### src/design/nau_pkg.sv
// ----------------------------------------------------------------------------
// nau_pkg: shared types and constants for the activation unit
// Lane count, sample width, activation mode codes and the result item type.
// ----------------------------------------------------------------------------
`default_nettype none

package nau_pkg;

  localparam int unsigned LANES    = 4;
  localparam int unsigned SAMPLE_W = 16;
  localparam int unsigned COUNT_W  = 3;

  // 0.1 in Q0.16
  localparam logic [13:0] LEAK_NUM = 14'd6554;

  // Logistic breakpoints and constants, Q8.8
  localparam logic [16:0] SIG_SAT   = 17'd1280;
  localparam logic [16:0] SIG_KNEE2 = 17'd608;
  localparam logic [16:0] SIG_KNEE1 = 17'd256;
  localparam logic [8:0]  SIG_ONE   = 9'd256;
  localparam logic [8:0]  SIG_OFS3  = 9'd216;
  localparam logic [8:0]  SIG_OFS2  = 9'd160;
  localparam logic [8:0]  SIG_OFS1  = 9'd128;

  typedef enum logic [1:0] {
    MODE_RELU     = 2'd0,
    MODE_LEAKY    = 2'd1,
    MODE_LINEAR   = 2'd2,
    MODE_LOGISTIC = 2'd3
  } mode_t;

  typedef logic [SAMPLE_W-1:0] sample_t;

  typedef struct packed {
    logic [LANES-1:0][SAMPLE_W-1:0] result;
    logic [COUNT_W-1:0]             lanes;
    logic                           last;
  } item_t;

endpackage

`default_nettype wire

### src/design/nau_lane.sv
// ----------------------------------------------------------------------------
// nau_lane: activation core for one lane
// Computes ReLU, leaky ReLU, linear or piecewise-linear logistic on one
// signed Q8.8 sample.
// ----------------------------------------------------------------------------
`default_nettype none

module nau_lane (
  input  wire nau_pkg::mode_t  mode,
  input  wire nau_pkg::sample_t x,
  output nau_pkg::sample_t     y
);

  logic signed [15:0] xs;
  logic signed [29:0] leak_prod;
  logic signed [13:0] leak_val;
  logic        [16:0] mag;
  logic        [8:0]  sig_pos;
  logic        [8:0]  sig_val;

  assign xs = $signed(x);

  // Arithmetic shift gives floor division, so small negative inputs give -1.
  assign leak_prod = 30'(xs) * $signed({1'b0, nau_pkg::LEAK_NUM});
  assign leak_val  = leak_prod[29:16];

  assign mag = xs[15] ? 17'(-$signed({xs[15], xs})) : {1'b0, x};

  always_comb begin
    if (mag >= nau_pkg::SIG_SAT) begin
      sig_pos = nau_pkg::SIG_ONE;
    end else if (mag >= nau_pkg::SIG_KNEE2) begin
      sig_pos = 9'(mag[10:5]) + nau_pkg::SIG_OFS3;
    end else if (mag >= nau_pkg::SIG_KNEE1) begin
      sig_pos = 9'(mag[10:3]) + nau_pkg::SIG_OFS2;
    end else begin
      sig_pos = 9'(mag[7:2]) + nau_pkg::SIG_OFS1;
    end
    sig_val = xs[15] ? (nau_pkg::SIG_ONE - sig_pos) : sig_pos;
  end

  always_comb begin
    case (mode)
      nau_pkg::MODE_RELU:     y = (xs > 16'sd0) ? x : '0;
      nau_pkg::MODE_LEAKY:    y = (xs > 16'sd0) ? x : 16'($signed(leak_val));
      nau_pkg::MODE_LINEAR:   y = x;
      nau_pkg::MODE_LOGISTIC: y = {7'd0, sig_val};
      default:                y = x;
    endcase
  end

endmodule

`default_nettype wire

### src/design/nau_merge.sv
// ----------------------------------------------------------------------------
// nau_merge: lane merge and output buffering
// Zeroes lanes beyond the valid count, packs the result item and holds it in
// an output register backed by a skid register.
// ----------------------------------------------------------------------------
`default_nettype none

module nau_merge (
  input  wire                                                 clk,
  input  wire                                                 rst_n,
  input  wire                                                 in_valid,
  output logic                                                in_ready,
  input  wire [nau_pkg::LANES-1:0][nau_pkg::SAMPLE_W-1:0]     lane_res,
  input  wire [nau_pkg::COUNT_W-1:0]                          lanes_used,
  input  wire                                                 last_group,
  output logic                                                out_valid,
  input  wire                                                 out_ready,
  output nau_pkg::item_t                                      out_item
);

  nau_pkg::item_t new_item;
  nau_pkg::item_t main_r, main_nxt;
  nau_pkg::item_t skid_r, skid_nxt;
  logic           main_valid_r, main_valid_nxt;
  logic           skid_valid_r, skid_valid_nxt;
  logic           accept;

  always_comb begin
    for (int i = 0; i < nau_pkg::LANES; i++) begin
      new_item.result[i] = (lanes_used > nau_pkg::COUNT_W'(i)) ? lane_res[i] : '0;
    end
    new_item.lanes = lanes_used;
    new_item.last  = last_group;
  end

  assign in_ready  = ~skid_valid_r;
  assign accept    = in_valid & in_ready;
  assign out_valid = main_valid_r;
  assign out_item  = main_r;

  always_comb begin
    main_nxt       = main_r;
    skid_nxt       = skid_r;
    main_valid_nxt = main_valid_r;
    skid_valid_nxt = skid_valid_r;
    if (~main_valid_r | out_ready) begin
      if (skid_valid_r) begin
        main_nxt       = skid_r;
        main_valid_nxt = 1'b1;
        skid_valid_nxt = 1'b0;
      end else begin
        main_nxt       = new_item;
        main_valid_nxt = accept;
      end
    end else if (accept) begin
      // Output is stalled: park the new transaction in the skid register.
      skid_nxt       = new_item;
      skid_valid_nxt = 1'b1;
    end
  end

  always_ff @(posedge clk) begin
    if (!rst_n) begin
      main_valid_r <= 1'b0;
      skid_valid_r <= 1'b0;
    end else begin
      main_valid_r <= main_valid_nxt;
      skid_valid_r <= skid_valid_nxt;
    end
  end

  always_ff @(posedge clk) begin
    main_r <= main_nxt;
    skid_r <= skid_nxt;
  end

endmodule

`default_nettype wire

### src/design/neural_activation_unit.sv
// An accepted transaction enters the output register at that clock edge if it is
// empty or being read, else the skid register; one per cycle while in_ready is high.
// The four lane cores are combinational; the one output register plus a skid
// register set the latency and let input continue while a result waits.
// Reset (rst_n low at a clock edge) empties both registers and sets the mode
// register to ReLU.
// ----------------------------------------------------------------------------
// neural_activation_unit: four-lane activation unit
// Applies the activation selected by the mode register to four Q8.8 samples
// per transaction and passes the lane count and last flag along.
// ----------------------------------------------------------------------------
`default_nettype none

module neural_activation_unit (
  input  wire         clk,
  input  wire         rst_n,
  input  wire         cfg_wr_en,
  input  wire  [1:0]  cfg_wr_data,
  input  wire         in_valid,
  output logic        in_ready,
  input  wire  [15:0] in_sample_a,
  input  wire  [15:0] in_sample_b,
  input  wire  [15:0] in_sample_c,
  input  wire  [15:0] in_sample_d,
  input  wire  [2:0]  in_lanes_used,
  input  wire         in_last_group,
  output logic        out_valid,
  input  wire         out_ready,
  output logic [15:0] out_result_a,
  output logic [15:0] out_result_b,
  output logic [15:0] out_result_c,
  output logic [15:0] out_result_d,
  output logic [2:0]  out_lanes_out,
  output logic        out_last_out
);

  nau_pkg::mode_t  mode_r, mode_nxt;
  nau_pkg::sample_t [nau_pkg::LANES-1:0] samples;
  logic [nau_pkg::LANES-1:0][nau_pkg::SAMPLE_W-1:0] lane_res;
  nau_pkg::item_t  out_item;

  assign mode_nxt = cfg_wr_en ? nau_pkg::mode_t'(cfg_wr_data) : mode_r;

  always_ff @(posedge clk) begin
    if (!rst_n) begin
      mode_r <= nau_pkg::MODE_RELU;
    end else begin
      mode_r <= mode_nxt;
    end
  end

  assign samples[0] = in_sample_a;
  assign samples[1] = in_sample_b;
  assign samples[2] = in_sample_c;
  assign samples[3] = in_sample_d;

  for (genvar g = 0; g < nau_pkg::LANES; g++) begin : g_lane
    nau_lane u_lane (
      .mode (mode_r),
      .x    (samples[g]),
      .y    (lane_res[g])
    );
  end

  nau_merge u_merge (
    .clk        (clk),
    .rst_n      (rst_n),
    .in_valid   (in_valid),
    .in_ready   (in_ready),
    .lane_res   (lane_res),
    .lanes_used (in_lanes_used),
    .last_group (in_last_group),
    .out_valid  (out_valid),
    .out_ready  (out_ready),
    .out_item   (out_item)
  );

  assign out_result_a  = out_item.result[0];
  assign out_result_b  = out_item.result[1];
  assign out_result_c  = out_item.result[2];
  assign out_result_d  = out_item.result[3];
  assign out_lanes_out = out_item.lanes;
  assign out_last_out  = out_item.last;

endmodule

`default_nettype wire

### config.mk
export PLATFORM = sky130hd
export DESIGN_NAME = neural_activation_unit
export DESIGN_NICKNAME = d
export VERILOG_FILES = /design/src/design/nau_pkg.sv /design/src/design/nau_lane.sv /design/src/design/nau_merge.sv /design/src/design/neural_activation_unit.sv
export SDC_FILE = /design/constraint.sdc
export NUM_CORES = 1
export LEC_CHECK = 0
export BUFFER_PORTS_ARGS = -buffer_cell sky130_fd_sc_hd__buf_2
export CORE_MARGIN = 2
export CORE_UTILIZATION = 45
export DETAILED_ROUTE_END_ITERATION = 8
export GPL_TIMING_DRIVEN = 0
export PLACE_DENSITY_LB_ADDON = 0.1
export SYNTH_ARGS = -nofsm -noshare
export SYNTH_HDL_FRONTEND = slang
export SYNTH_SLANG_ARGS = --single-unit
### constraint.sdc
create_clock -name clk -period 10 [get_ports clk]
set_input_delay 1 -clock clk [delete_from_list [all_inputs] [get_ports clk]]
set_output_delay 1 -clock clk [all_outputs]
set_load 0.01 [all_outputs]
==> Implementation_results.wiki <==
{| class="wikitable"
! Metric !! Value
|-
| Ratio of routed vias to standard cells || 5.60
|-
| Type of the worst setup path || input port to flip-flop
|-
| Crit share post-route || 74.0%
|-
| Highest-count cells in the layout ignoring fill and taps || inv_1, ha_1, fa_1
|-
| Cell leakage power || 0.0129 uW
|-
| Number of pins exceeding their max-slew limit in the final report || 0
|-
| CP Capture Type || flip-flop
|-
| Final instance count without filler cells || 3516
|-
| Instance count of the mapped netlist || 2636
|-
| Post-Syn Nets || 3334
|-
| Largest incremental delay on the critical path || 1170 ps
|-
| Setup slack at placement || 2360 ps
|-
| Worst slew pin tran || 1350 ps
|-
| Height of the chip || 238 um
|-
| Count of boundary I/O pins || 145
|-
| Drt initial violations || 1556
|-
| Final wirelength || 71600 um
|-
| Mapped Area || 24500 um^2
|-
| Sw Share || 49.1%
|-
| Combinational cell fraction of total power || 74.6%
|-
| Synth Area in XOR/XNOR || 5.34%
|-
| R2r setup slk || 6090 ps
|-
| Crit path cell chain || buf_2, buf_2, inv_1, buf_2, ha_1, xor2_1, xnor2_1, ha_1, inv_1, fa_1, fa_1, inv_1, ha_1, a21oi_1, nor2b_1, o21ai_0, nand2_1, a31o_2, a211o_1, o22ai_1, mux2i_1, a2111oi_0, mux2_2
|-
| Remaining global-route overflow || 0
|-
| Clk root buf || clkbuf_16
|-
| Mean Syn Cell Area || 9.31 um^2
|-
| Async S/R FF share, synth || 0%
|-
| Global-route usage over all layers || 25.7%
|-
| Initial Util || 45.6%
|-
| Final weighted congestion in routability-driven placement || 0.910
|-
| Main combinational cell family by area after synthesis || adder cells
|-
| Most common cell after layout, fill and taps aside || inv_1
|-
| Post_cts resized || 0
|-
| Portion of synthesized cell area occupied by the leading cell type || 19.8%
|-
| Clock period minus final worst setup slack || 7400 ps
|-
| Vias in the first global route || 20100
|-
| Crit path launch type || input port
|-
| First-pass iteration count of the detailed router || 6
|-
| Final standard cell area without fillers || 26800 um^2
|-
| Cts bufs inserted || 17
|-
| Total of endpoints with negative setup slack in the final report || 0
|-
| Max frequency || 135 MHz
|-
| RSZ-0062 raised after global routing || no
|-
| Post-Synth Simple-Gate Area || 11.7%
|-
| Net switching power of the design || 2750 uW
|-
| YS warnings || 0
|-
| Total number of placement rows || 85
|-
| Share of cell area taken by muxes after synthesis || 3.57%
|-
| CTS tree || yes
|-
| Horizontal die dimension || 238 um
|-
| Max transition margin || 7.50%
|-
| Area fraction in compound gates after synthesis || 15.0%
|-
| Setup slack after layout || 2600 ps
|-
| Commonest register cell after synthesis || edfxtp_1
|-
| Internal Dissipation || 2850 uW
|-
| Maximum clock skew at final layout || 10.0 ps
|-
| Number of different library cells in the post-synthesis netlist || 102
|-
| Adder-cell share of the synthesized area || 39.0%
|-
| Clk pin slew, worst setup/hold paths || 60 ps
|-
| Core Region || 53800 um^2
|-
| Largest net degree at the start of global routing || 66
|-
| Post-synth EDFFs || 136
|-
| Outcome || completed
|-
| Arrival time of data at the critical path endpoint || 7690 ps
|-
| Final net count || 3504
|-
| Kind of path behind the tightest hold check || flip-flop to flip-flop
|-
| Number of input and output port buffers inserted || 144
|-
| Relative contribution of the clock network to total power || 12.0%
|-
| Cell type contributing the most total cell area after synthesis || ha_1
|-
| Clock latency on the worst-skew pair || 430 ps
|-
| Vias after detailed routing || 19700
|-
| MaxCap Viol Count || 0
|-
| Global-route wire length before repair || 113000 um
|-
| Data required time at the worst endpoint || 10300 ps
|-
| Final number of hold-violating endpoints || 0
|-
| Post-CTS setup repair buffer count || 0
|-
| Power per cell area || 208 nW/um^2
|-
| Worst ir drop on vdd || 150 uV
|-
| Most area-consuming cells after synthesis || ha_1, fa_1, edfxtp_1, inv_1, xnor2_1
|-
| Number of H-tree levels || 4
|-
| Number of cells after detailed placement || 3483
|-
| Post-CTS Hold Fix Bufs || 0
|-
| Portion of total power attributed to sequential cells || 13.3%
|-
| DRC errors left || 0
|-
| Antenna violations before repair || 2
|-
| Residual antenna-violating net count after detailed routing || 0
|-
| CP bufs+invs || 6
|-
| Biggest fanout along the worst timing path || 12
|-
| CP max stage cell || a2111oi_0
|-
| Family with the most delay on the worst path || compound AO/OA/AOI/OAI gates
|-
| Post-synthesis sequential area ratio || 17.0%
|-
| DP Wirelength || 59300 um
|-
| Layout cell share with drive strength beyond 1 || 10.5%
|-
| Maximum root-to-sink buffer count || 2
|-
| Layout overhead on the synthesized area || 9.41%
|-
| TritonCTS sink count || 140
|-
| Yosys reg bits || 140
|-
| Floorplan die area || 56400 um^2
|-
| Instance area after placement || 26200 um^2
|-
| Routed wire length per instance || 20.4 um
|}
## cells by family (layout without fill, tap and decap cells)
kind of cell	count (synthesis)	after routing
mux	81	81
other cells	0	1
simple gates	564	564
flops	140	140
fa+ha+maj	623	623
compound gates	531	531
buf+inv	550	733
xor+xnor	147	147
## metrics by stage
step	total power, uW	setup TNS, ps	utilization [%]	hold slack, ps
finish	5600	0	49.9	549
CTS	5620	0	49.9	545
detailed placement	4910	0	48.7	527
global placement	4850	-137470	48.6	527
global route	6180	0	49.9	559
floorplan	3800	0	-	496
## layer usage
layer,up-vias,routed length (um),track usage [%],share of wire [%]
met2,566,33300,42.5,47
met5,-,0,0,0
met1,9609,32400,35.7,45
met4,0,1680,6.58,2.3
met3,100,4140,3.33,5.8
li1,9408,-,-,-
## worst register-to-register path, cell delays in order (launching register included)
cell      delay, ps
dfxtp_1         300
clkbuf_1        480
inv_1           270
nor2_1          540
clkbuf_1        600
clkbuf_1        630
a221oi_1        250
o31ai_1         570
## Yosys cell counts, types with 11 or more instances
cell type / count
nor2b_1: 25
a21o_1: 41
xor2_1: 53
clkbuf_1: 42
and2_1: 20
fa_1: 235
nand2b_1: 30
o21ai_0: 87
a211oi_1: 15
o21a_1: 20
o22ai_1: 15
and4_1: 11
and3_1: 14
nand4_1: 24
nor3_1: 35
inv_1: 488
nor2_1: 113
a31oi_1: 31
nand2_1: 176
a22oi_1: 20
mux2i_1: 31
ha_1: 388
or2_2: 13
edfxtp_1: 136
nand3_1: 39
a21oi_1: 115
xnor2_1: 91
mux2_2: 49
o31ai_1: 30
## path summary, 6_finish.rpt
| path | startpoint | depth (start not counted) | to |
|---|---|---|---|
| max | in_sample_b[15] | 23 | u_merge.out_item[32] |
| min | u_merge.skid_r[1] | 1 | u_merge.out_item[1] |
| max reg2reg | mode_r[1] | 7 | u_merge.out_item[41] |
| min reg2reg | u_merge.skid_r[1] | 1 | u_merge.out_item[1] |
## sequential cells by signal, summed over array words and instances (netlist names)
| register | cells |
|---|---|
| u_merge.out_item | 68 |
| u_merge.skid_r | 68 |
| mode_r | 2 |
| u_merge.out_valid | 1 |
| u_merge.skid_valid_r | 1 |
## power by group through the flow
stage	Sequential (uW)	Combinational [uW]	Clock [uW]
6_report	746	4180	674
5_1_grt	750	4730	705
4_1_cts	747	4190	683
3_5_place_dp	758	4150	0
3_3_place_gp	762	4090	0
2_1_floorplan	777	3020	0
## layout make-up
cell class                      instances  area (um^2)
Antenna cell                            1         2.50
Inverter                              491         1840
Tap cell                              696          871
Clock buffer                           17          425
Sequential cell                       140         4160
Multi-Input combinational cell       1946        18300
Clock inverter                         15          186
Timing Repair Buffer                  151          812
Buffer                                 59          236
Fill cell                            5143        27000
(Power assumes the default switching activity.)
